<file path="src/hw/rtl/iir_direct_form_filter_top_defines.svh">
// Assertion macros for the direct form I filter.
// Used by the top level; expects signals named clock and reset in scope.
`ifndef IIR_DIRECT_FORM_FILTER_TOP_DEFINES_SVH
`define IIR_DIRECT_FORM_FILTER_TOP_DEFINES_SVH

// Same-cycle implication, masked during reset
`define IIR_ASSERT_NOW(label, ante, cons) \
   label: assert property (@(posedge clock) disable iff (reset) (ante) |-> (cons)) \
      else $error("iir: same-cycle check failed");

// Next-cycle implication, masked during reset
`define IIR_ASSERT_NEXT(label, ante, cons) \
   label: assert property (@(posedge clock) disable iff (reset) (ante) |=> (cons)) \
      else $error("iir: next-cycle check failed");

`endif

</file>
<file path="src/hw/rtl/iir_pkg.sv">
// Shared types and constants for the direct form I filter.
// No dependencies; imported by every module of the block.
package iir_pkg;

   localparam int SAMPLE_W = 16;
   localparam int COEF_W   = 18;
   localparam int PROD_W   = SAMPLE_W + COEF_W;
   localparam int ACC_W    = 36;
   localparam int TAPS_W   = 3;
   localparam int TAP_IW   = 2;
   localparam int FRAC_SH  = 14;
   localparam int NUM_COEF = 4;

   typedef logic signed [SAMPLE_W-1:0] sample_type;
   typedef logic signed [COEF_W-1:0]   coef_type;
   typedef logic signed [PROD_W-1:0]   prod_type;
   typedef logic signed [ACC_W-1:0]    acc_type;
   typedef logic [TAPS_W-1:0]          taps_type;
   typedef logic [TAP_IW-1:0]          tap_idx_type;

   // Register indexes of the configuration port
   typedef enum logic [2:0] {
      REG_FF0  = 3'd0,
      REG_FF1  = 3'd1,
      REG_FF2  = 3'd2,
      REG_FF3  = 3'd3,
      REG_FB1  = 3'd4,
      REG_FB2  = 3'd5,
      REG_FB3  = 3'd6,
      REG_TAPS = 3'd7
   } reg_idx_type;

   localparam coef_type B0_RESET   = coef_type'(18'sd16384);
   localparam taps_type TAPS_RESET = taps_type'(3'd4);

   // Rounding offset and saturation bound, Q.29
   localparam acc_type ROUND_OFS = acc_type'(36'sd8192);
   localparam acc_type SAT_HI    = acc_type'(36'sd536870912);
   localparam acc_type SAT_LO    = acc_type'(-36'sd536870912);
   localparam sample_type SMP_MAX = sample_type'(16'sh7fff);
   localparam sample_type SMP_MIN = sample_type'(16'sh8000);

   typedef enum logic [1:0] {
      ST_IDLE,
      ST_MAC,
      ST_TAIL,
      ST_DONE
   } state_type;

   // Controller to datapath
   typedef struct packed {
      logic        load;    // take the new sample, clear the accumulator
      logic        mul;     // issue one product
      tap_idx_type tap;     // tap of the product
      logic        fb;      // feedback product, subtracted
      logic        commit;  // round, update histories, fill the output register
   } dp_cmd_type;

   // Datapath to controller
   typedef struct packed {
      logic out_free;       // output register can take a result this cycle
   } dp_status_type;

endpackage

</file>
<file path="src/hw/rtl/iir_csr.sv">
// Configuration registers: coefficients and the tap count.
// Depends on iir_pkg.
module iir_csr #(
   parameter int MAX_TAPS = 4
) (
   input  logic                              clock,
   input  logic                              reset,
   input  logic                              csr_we,
   input  logic [2:0]                        csr_index,
   input  logic [iir_pkg::COEF_W-1:0]        csr_wdata,
   output iir_pkg::coef_type [3:0]           ff_coef,
   output iir_pkg::coef_type [3:0]           fb_coef,
   output iir_pkg::taps_type                 taps_eff
);
   import iir_pkg::*;

   coef_type [3:0] ff_ff;
   coef_type [3:1] fb_ff;
   taps_type       taps_ff;

   // Write the addressed register
   always_ff @(posedge clock) begin
      if (reset) begin
         ff_ff   <= {coef_type'(0), coef_type'(0), coef_type'(0), B0_RESET};
         fb_ff   <= '0;
         taps_ff <= TAPS_RESET;
      end else if (csr_we) begin
         case (reg_idx_type'(csr_index))
            REG_FF0:  ff_ff[0] <= coef_type'(csr_wdata);
            REG_FF1:  ff_ff[1] <= coef_type'(csr_wdata);
            REG_FF2:  ff_ff[2] <= coef_type'(csr_wdata);
            REG_FF3:  ff_ff[3] <= coef_type'(csr_wdata);
            REG_FB1:  fb_ff[1] <= coef_type'(csr_wdata);
            REG_FB2:  fb_ff[2] <= coef_type'(csr_wdata);
            REG_FB3:  fb_ff[3] <= coef_type'(csr_wdata);
            REG_TAPS: taps_ff  <= csr_wdata[TAPS_W-1:0];
            default: ;
         endcase
      end
   end

   assign ff_coef = ff_ff;
   assign fb_coef = {fb_ff, coef_type'(0)};

   // Clamp the tap count to 1 .. MAX_TAPS
   always_comb begin
      if (taps_ff == '0) begin
         taps_eff = taps_type'(1);
      end else if (taps_ff > taps_type'(MAX_TAPS)) begin
         taps_eff = taps_type'(MAX_TAPS);
      end else begin
         taps_eff = taps_ff;
      end
   end

endmodule

</file>
<file path="src/hw/rtl/iir_ctrl.sv">
// Sequencer for the shared multiply-accumulate: one product per cycle.
// Depends on iir_pkg.
module iir_ctrl (
   input  logic                    clock,
   input  logic                    reset,
   input  logic                    req_valid,
   output logic                    req_ready,
   input  iir_pkg::taps_type       taps_eff,
   input  iir_pkg::dp_status_type  status,
   output iir_pkg::dp_cmd_type     cmd
);
   import iir_pkg::*;

   state_type  state_ff, state_in;
   logic [2:0] step_ff, step_in;
   logic [2:0] last_step;
   logic [3:0] step_inc;

   // Products run from 0 to 2*T-2
   assign last_step = 3'(({1'b0, taps_eff} << 1) - 4'd2);
   assign step_inc  = {1'b0, step_ff} + 4'd1;

   // Next state
   always_comb begin
      state_in = state_ff;
      step_in  = step_ff;
      case (state_ff)
         ST_IDLE: begin
            step_in = '0;
            if (req_valid) begin
               state_in = ST_MAC;
            end
         end
         ST_MAC: begin
            step_in = step_inc[2:0];
            if (step_ff == last_step) begin
               state_in = ST_TAIL;
            end
         end
         ST_TAIL: begin
            state_in = ST_DONE;
         end
         ST_DONE: begin
            if (status.out_free) begin
               state_in = ST_IDLE;
            end
         end
         default: begin
            state_in = ST_IDLE;
         end
      endcase
   end

   always_ff @(posedge clock) begin
      if (reset) begin
         state_ff <= ST_IDLE;
         step_ff  <= '0;
      end else begin
         state_ff <= state_in;
         step_ff  <= step_in;
      end
   end

   // Outputs: step 0 is b0*x, odd steps feedforward, even steps feedback
   always_comb begin
      cmd       = '0;
      req_ready = 1'b0;
      cmd.tap   = tap_idx_type'(step_inc >> 1);
      case (state_ff)
         ST_IDLE: begin
            req_ready = 1'b1;
            cmd.load  = req_valid;
         end
         ST_MAC: begin
            cmd.mul = 1'b1;
            cmd.fb  = (step_ff != '0) && !step_ff[0];
         end
         ST_TAIL: ;
         ST_DONE: begin
            cmd.commit = status.out_free;
         end
         default: ;
      endcase
   end

endmodule

</file>
<file path="src/hw/rtl/iir_dp.sv">
// Datapath: sample histories, shared multiplier, accumulator, rounding
// and the output register. Depends on iir_pkg.
module iir_dp #(
   parameter int MAX_TAPS = 4
) (
   input  logic                     clock,
   input  logic                     reset,
   input  iir_pkg::sample_type      req_sample_in,
   input  iir_pkg::coef_type [3:0]  ff_coef,
   input  iir_pkg::coef_type [3:0]  fb_coef,
   input  iir_pkg::dp_cmd_type      cmd,
   output iir_pkg::dp_status_type   status,
   output logic                     rsp_valid,
   input  logic                     rsp_ready,
   output iir_pkg::sample_type      rsp_sample_out,
   output logic                     rsp_clipped
);
   import iir_pkg::*;

   localparam int HIST_D  = (MAX_TAPS > 1) ? MAX_TAPS - 1 : 1;
   localparam int HIST_IW = (HIST_D > 1) ? $clog2(HIST_D) : 1;

   sample_type [HIST_D-1:0] xh_ff;
   sample_type [HIST_D-1:0] yh_ff;
   sample_type  x_ff;
   prod_type    prod_ff, prod_in;
   logic        prod_vld_ff;
   logic        neg_ff;
   acc_type     acc_ff;
   acc_type     acc_rnd;
   sample_type  smp_sel;
   coef_type    coef_sel;
   tap_idx_type hist_sel;
   sample_type  y_in;
   logic        clip_in;
   sample_type  out_ff;
   logic        clip_ff;
   logic        rsp_valid_ff;

   // Select the operands of this product
   assign hist_sel = cmd.tap - tap_idx_type'(1);
   always_comb begin
      if (cmd.tap == '0) begin
         smp_sel = x_ff;
      end else if (cmd.fb) begin
         smp_sel = yh_ff[hist_sel[HIST_IW-1:0]];
      end else begin
         smp_sel = xh_ff[hist_sel[HIST_IW-1:0]];
      end
      coef_sel = cmd.fb ? fb_coef[cmd.tap] : ff_coef[cmd.tap];
   end

   assign prod_in = coef_sel * smp_sel;

   // Multiply stage
   always_ff @(posedge clock) begin
      if (reset) begin
         prod_vld_ff <= 1'b0;
      end else begin
         prod_vld_ff <= cmd.mul;
      end
      prod_ff <= prod_in;
      neg_ff  <= cmd.fb;
   end

   // Take the sample, clear and accumulate
   always_ff @(posedge clock) begin
      if (cmd.load) begin
         x_ff   <= req_sample_in;
         acc_ff <= '0;
      end else if (prod_vld_ff) begin
         acc_ff <= neg_ff ? acc_ff - acc_type'(prod_ff) : acc_ff + acc_type'(prod_ff);
      end
   end

   // Round to Q1.15 and saturate
   assign acc_rnd = acc_ff + ROUND_OFS;
   always_comb begin
      if (acc_rnd >= SAT_HI) begin
         y_in    = SMP_MAX;
         clip_in = 1'b1;
      end else if (acc_rnd < SAT_LO) begin
         y_in    = SMP_MIN;
         clip_in = 1'b1;
      end else begin
         y_in    = acc_rnd[FRAC_SH+SAMPLE_W-1:FRAC_SH];
         clip_in = 1'b0;
      end
   end

   // Advance the histories on commit
   always_ff @(posedge clock) begin
      if (reset) begin
         xh_ff <= '0;
         yh_ff <= '0;
      end else if (cmd.commit) begin
         xh_ff[0] <= x_ff;
         yh_ff[0] <= y_in;
         for (int i = 1; i < HIST_D; i++) begin
            xh_ff[i] <= xh_ff[i-1];
            yh_ff[i] <= yh_ff[i-1];
         end
      end
   end

   // Output register: fill on commit, drop when taken
   always_ff @(posedge clock) begin
      if (reset) begin
         rsp_valid_ff <= 1'b0;
      end else if (cmd.commit) begin
         rsp_valid_ff <= 1'b1;
      end else if (rsp_ready) begin
         rsp_valid_ff <= 1'b0;
      end
      if (cmd.commit) begin
         out_ff  <= y_in;
         clip_ff <= clip_in;
      end
   end

   assign status.out_free = !rsp_valid_ff || rsp_ready;
   assign rsp_valid       = rsp_valid_ff;
   assign rsp_sample_out  = out_ff;
   assign rsp_clipped     = clip_ff;

endmodule

</file>
<file path="src/hw/rtl/iir_direct_form_filter_top.sv">
// Direct form I IIR filter, Q1.15 samples, Q3.14 coefficients, up to 4 taps.
// Usage:
//   req_ channel takes one sample per item (req_sample_in); rsp_ channel
//   returns one filtered sample per item (rsp_sample_out, rsp_clipped).
//   Both use valid/ready; an item moves when valid and ready are high.
//   csr_we writes csr_wdata to register csr_index at once: b0..b3 at 0..3,
//   a1..a3 at 4..6, taps in use at 7. Write only while the block is idle.
// Sequence:
//   One shared 18x16 multiplier steps through 2*T-1 products, T being the
//   taps in use, then a tail state drains the product register and a done
//   state rounds and commits; rsp_valid is set by that commit. A new item
//   is taken only in the idle state, after the previous one has committed.
//   The output register lets the next item be accepted while a result waits.
// Reset:
//   Synchronous, active high. Clears both histories, loads b0 = 1.0, all
//   other coefficients zero and four taps. No clearing pass is needed.
// Stall:
//   A held result keeps the next item in its commit step until the output
//   register is taken; histories only advance at commit.
`include "iir_direct_form_filter_top_defines.svh"

module iir_direct_form_filter_top #(
   parameter int MAX_TAPS = 4
) (
   input  logic                         clock,
   input  logic                         reset,
   input  logic                         req_valid,
   output logic                         req_ready,
   input  iir_pkg::sample_type          req_sample_in,
   output logic                         rsp_valid,
   input  logic                         rsp_ready,
   output iir_pkg::sample_type          rsp_sample_out,
   output logic                         rsp_clipped,
   input  logic                         csr_we,
   input  logic [2:0]                   csr_index,
   input  logic [iir_pkg::COEF_W-1:0]   csr_wdata
);
   import iir_pkg::*;

   coef_type [3:0] ff_coef;
   coef_type [3:0] fb_coef;
   taps_type       taps_eff;
   dp_cmd_type     cmd;
   dp_status_type  status;

   iir_csr #(.MAX_TAPS(MAX_TAPS)) u_csr (
      .clock     (clock),
      .reset     (reset),
      .csr_we    (csr_we),
      .csr_index (csr_index),
      .csr_wdata (csr_wdata),
      .ff_coef   (ff_coef),
      .fb_coef   (fb_coef),
      .taps_eff  (taps_eff)
   );

   iir_ctrl u_ctrl (
      .clock     (clock),
      .reset     (reset),
      .req_valid (req_valid),
      .req_ready (req_ready),
      .taps_eff  (taps_eff),
      .status    (status),
      .cmd       (cmd)
   );

   iir_dp #(.MAX_TAPS(MAX_TAPS)) u_dp (
      .clock          (clock),
      .reset          (reset),
      .req_sample_in  (req_sample_in),
      .ff_coef        (ff_coef),
      .fb_coef        (fb_coef),
      .cmd            (cmd),
      .status         (status),
      .rsp_valid      (rsp_valid),
      .rsp_ready      (rsp_ready),
      .rsp_sample_out (rsp_sample_out),
      .rsp_clipped    (rsp_clipped)
   );

   // An accepted item blocks intake until its result is committed
   `IIR_ASSERT_NEXT(a_busy_after_accept, req_valid && req_ready, !req_ready)
   // No intake while products are being issued
   `IIR_ASSERT_NOW(a_no_intake_in_mac, cmd.mul, !req_ready && !cmd.commit)
   // A commit always presents a result next cycle
   `IIR_ASSERT_NEXT(a_commit_shows_result, cmd.commit, rsp_valid)

endmodule

</file>
<file path="config.mk">
export PLATFORM = sky130hd
export DESIGN_NAME = iir_direct_form_filter_top
export DESIGN_NICKNAME = d
export VERILOG_FILES = /design/src/hw/rtl/iir_pkg.sv /design/src/hw/rtl/iir_csr.sv /design/src/hw/rtl/iir_ctrl.sv /design/src/hw/rtl/iir_dp.sv /design/src/hw/rtl/iir_direct_form_filter_top.sv
export VERILOG_INCLUDE_DIRS = /design/src /design/src/hw/rtl
export SDC_FILE = /design/constraint.sdc
export NUM_CORES = 2
export LEC_CHECK = 0
export BUFFER_PORTS_ARGS = -buffer_cell sky130_fd_sc_hd__buf_2
export CAP_MARGIN = 40
export CORE_ASPECT_RATIO = 1.4
export CORE_MARGIN = 1.5
export CORE_UTILIZATION = 60
export CTS_BUF_LIST = sky130_fd_sc_hd__clkbuf_2
export CTS_CLUSTER_DIAMETER = 40
export DETAILED_ROUTE_END_ITERATION = 6
export GPL_TIMING_DRIVEN = 0
export PLACE_DENSITY = 0.81
export SLEW_MARGIN = 20
export SYNTH_ARGS = -nofsm -noshare
export SYNTH_HDL_FRONTEND = slang
export SYNTH_SLANG_ARGS = --single-unit
</file>
<file path="constraint.sdc">
create_clock -name clock -period 10.22 [get_ports clock]
set_clock_uncertainty 0.05 [all_clocks]
set_input_delay 0.511 -clock clock [delete_from_list [all_inputs] [get_ports clock]]
set_output_delay 0.511 -clock clock [all_outputs]
set_load 0.01 [all_outputs]
</file>
==> results.ini <==
[final_layout]
mostFrequentLayoutCells=nand2_1 (629), inv_1 (364), a21oi_1 (314), dfxtp_1 (303), fa_1 (290)
final_cell_count_no_fill=3944
layout_commonest_cell=nand2_1
syn_to_final_growth_pct=9.704
final_core_util_pct=66.70
drive_above_1_share_pct=9.639
fin_nets=3786

[yosys]
synthesis.nets=3581
synthFlopType=dfxtp_1
async_flop_share_pct=0
syn_area_per_cell_um2=8.595
ys_seq_elements=336
synth_area_mm2=0.02679
synth_edf_count=33
synth_cells=3117
yosysWarningCount=0
ys_seq_area_share_pct=26.34
synth_cell_types=66

[worst_setup_path]
arrival_ps=10770
cpPeakStageDelay_ps=580
end_kind=flip-flop
start_kind=flip-flop
cp_max_fo=10
crit_required_ps=11070
criticalPathCategory=flip-flop to flip-flop
rr_worst_depth=32
worstReg2RegEnd=u_dp.prod_ff[32]
rr_startpoint=u_ctrl.step_ff[1]
crit_top_cell=fa_1
crit_slowest_cell=fa_1
reg2reg_setup_slack_ps=300

[placement]
routabilityCongestion=0.9993
dp.cells=3752
numPortBuffers=52
dp_hpwl_um=60480

[sta]
slew_headroom_pct=38.66
fin_crit_ps=9921
maxSlewViolCount=0
grt_setup_unrepaired=false
final.period_utilization_pct=97.08
finalHoldViolations=0
finalSetupViolCount=0
worst_pin_slew_ps=914.0
holdWs_ps=88.60
fmax_mhz=100.8

[route]
wl_um=77210
drc_errors=3
vias=23270
wire_per_inst_um=19.58
via_per_inst=5.900
ant_nets=0
drtPass1Iterations=7
first_iter_violations=1960

[die]
core.rowCount=91
die_w_um=181.6
start_util_pct=60.80
io_pins=61
dieArea_mm2=0.04595
core_area_mm2=0.04406
die_y_um=253.0

[global_routing]
grt.total_usage_pct=34.59
grt_max_degree=27
grt_pass1_vias=24560
antenna_found_initial=7
grt_pass1_wl_um=123700
overflow=0

[power_and_ir_drop]
p_per_area_mw_per_mm2=302.8
ir_drop_mv=0.2773
p_leak_nw=12.75
power_mw=8.901

[clock_network]
cts_tree=yes
path_clk_slew_ps=140
clock_latency_ps=1100
clock_sink_count=336
cts.htree.levels=3
cts_made_buffers=83
clock_path_buffers=3
cts-root-buf=clkbuf_2

[worst_hold_path]
holdPathStages=2
worstHoldStart=req_sample_in[15]
hold_path_class=primary input to flip-flop
hold_path_end=u_dp.x_ff[15]

[flow_run]
cap_violations=0

[outcome]
status=complete, but fails checks
violations=design-rule violations

==> synth_stat cells, types with 6 or more instances <==
library cell | instances | area (um^2)
nor2_1 | 164 | 615.6
a21oi_1 | 324 | 1622
a31oi_1 | 7 | 43.79
nand4_1 | 10 | 62.56
nand2b_1 | 14 | 87.58
o21a_1 | 35 | 262.8
nand3_1 | 23 | 115.1
buf_1 | 15 | 56.30
dfxtp_1 | 303 | 6066
mux2i_1 | 35 | 350.3
mux4_2 | 34 | 765.7
a221oi_1 | 15 | 131.4
a21o_1 | 21 | 157.7
edfxtp_1 | 33 | 991.0
fa_1 | 291 | 5826
and2_1 | 146 | 913.4
nand3b_1 | 8 | 60.06
xor2_1 | 32 | 280.3
clkbuf_1 | 125 | 469.2
nand2_1 | 629 | 2361
nor3_1 | 29 | 145.1
a211oi_1 | 15 | 112.6
and4_1 | 6 | 52.55
or3_1 | 10 | 62.56
ha_1 | 131 | 1639
inv_1 | 364 | 1366
xnor2_1 | 77 | 674.4
o21ai_0 | 84 | 420.4
mux2_2 | 17 | 191.4
o31ai_1 | 9 | 67.56
nor2b_1 | 16 | 100.1
buf_2 | 6 | 30.03
nor4_1 | 6 | 37.54
and3_1 | 17 | 106.4
==> layout make-up <==
type / instances / area (um^2)
buffer: 139 / 570.5
antenna: 4 / 10.01
timing repair buffer: 128 / 929.6
multi-input combinational: 2268 / 17950
clock buffer: 114 / 570.5
sequential: 336 / 7057
clock inverter: 31 / 230.2
tap: 558 / 698.2
fill: 3541 / 14670
inverter: 366 / 1375
==> metrics by stage <==
step / TNS [ps] / cell area (um^2) / setup WS, ps
global route: 0 / 29390 / 13.60
detailed placement: -20170 / 27940 / -1977
floorplan: 0 / 26790 / 1078
global placement: -24480 / 27750 / -2058
CTS: 0 / 29290 / 0.03730
finish: 0 / 29390 / 298.5
==> layer usage <==
layer / share of wire (%) / wire [um] / vias to the layer above / GRT usage (%)
li1: - / - / 10550 / -
met1: 34 / 26100 / 11140 / 35.32
met2: 51 / 39070 / 1158 / 61.78
met3: 8.1 / 6221 / 417 / 7.867
met4: 7.5 / 5777 / 6 / 25.69
met5: 0.057 / 44 / - / 0
==> power by group <==
group          switching (mW)  internal [mW]
registers               0.186           1.57
clock network           0.589          0.387
logic                    3.77           2.40
total                    4.55           4.35
==> repair_timing <==
action | CTS | global route
gates resized for setup | 30 | 29
endpoints found under the hold margin | 148 | 0
endpoints found under the setup margin | 22 | 7
hold buffers | 45 | 0
buffers inserted | 0 | 1
pin swaps | 0 | 2
==> cell families (layout without fill, tap and decap cells) <==
kind of cell               after synthesis  count (layout)  share of synthesized area, %
other                                    0               4                             0
muxes                                   86              86                         4.880
and+or+nand+nor                       1096            1096                         18.19
DFF                                    336             336                         26.34
buffers and inverters                  513             778                         7.229
adders and majority gates              422             422                         27.86
xor gates and xnor gates               109             109                         3.563
AOI/OAI and AO/OA                      555             555                         11.94
==> worst max path at each step <==
stage	start	end	slack (ps)
3_5_place_dp	u_ctrl.step_ff[1]	u_dp.prod_ff[32]	-1980
2_1_floorplan	u_ctrl.step_ff[1]	u_dp.prod_ff[27]	1080
4_1_cts	u_ctrl.state_ff[1]	u_dp.prod_ff[32]	0.04
5_1_grt	u_ctrl.state_ff[1]	u_dp.prod_ff[32]	10
3_3_place_gp	u_ctrl.step_ff[1]	u_dp.prod_ff[32]	-2060
6_report	u_ctrl.step_ff[1]	u_dp.prod_ff[32]	300
==> flip-flops by register name, indices dropped and copies added, names as in the netlist <==
register	flops
u_dp.prod_vld_ff	1
u_ctrl.step_ff	3
u_dp.rsp_sample_out	16
u_ctrl.state_ff	2
u_csr.ff_coef	72
u_dp.rsp_clipped	1
u_dp.acc_ff	36
u_csr.taps_ff	3
u_csr.fb_coef	54
u_dp.neg_ff	1
u_dp.x_ff	16
u_dp.xh_ff	48
u_dp.rsp_valid	1
u_dp.yh_ff	48
u_dp.prod_ff	34
==> worst max-delay path, delay by kind of cell (launching register included) <==
family          cells  cell delay, ps
compound gates      8            2220
xor+xnor            1             280
fa+ha+maj           9            4300
buf+inv            11            2080
flops               1             440
simple gates        3             400
Power figures use the tool's default switching activity.
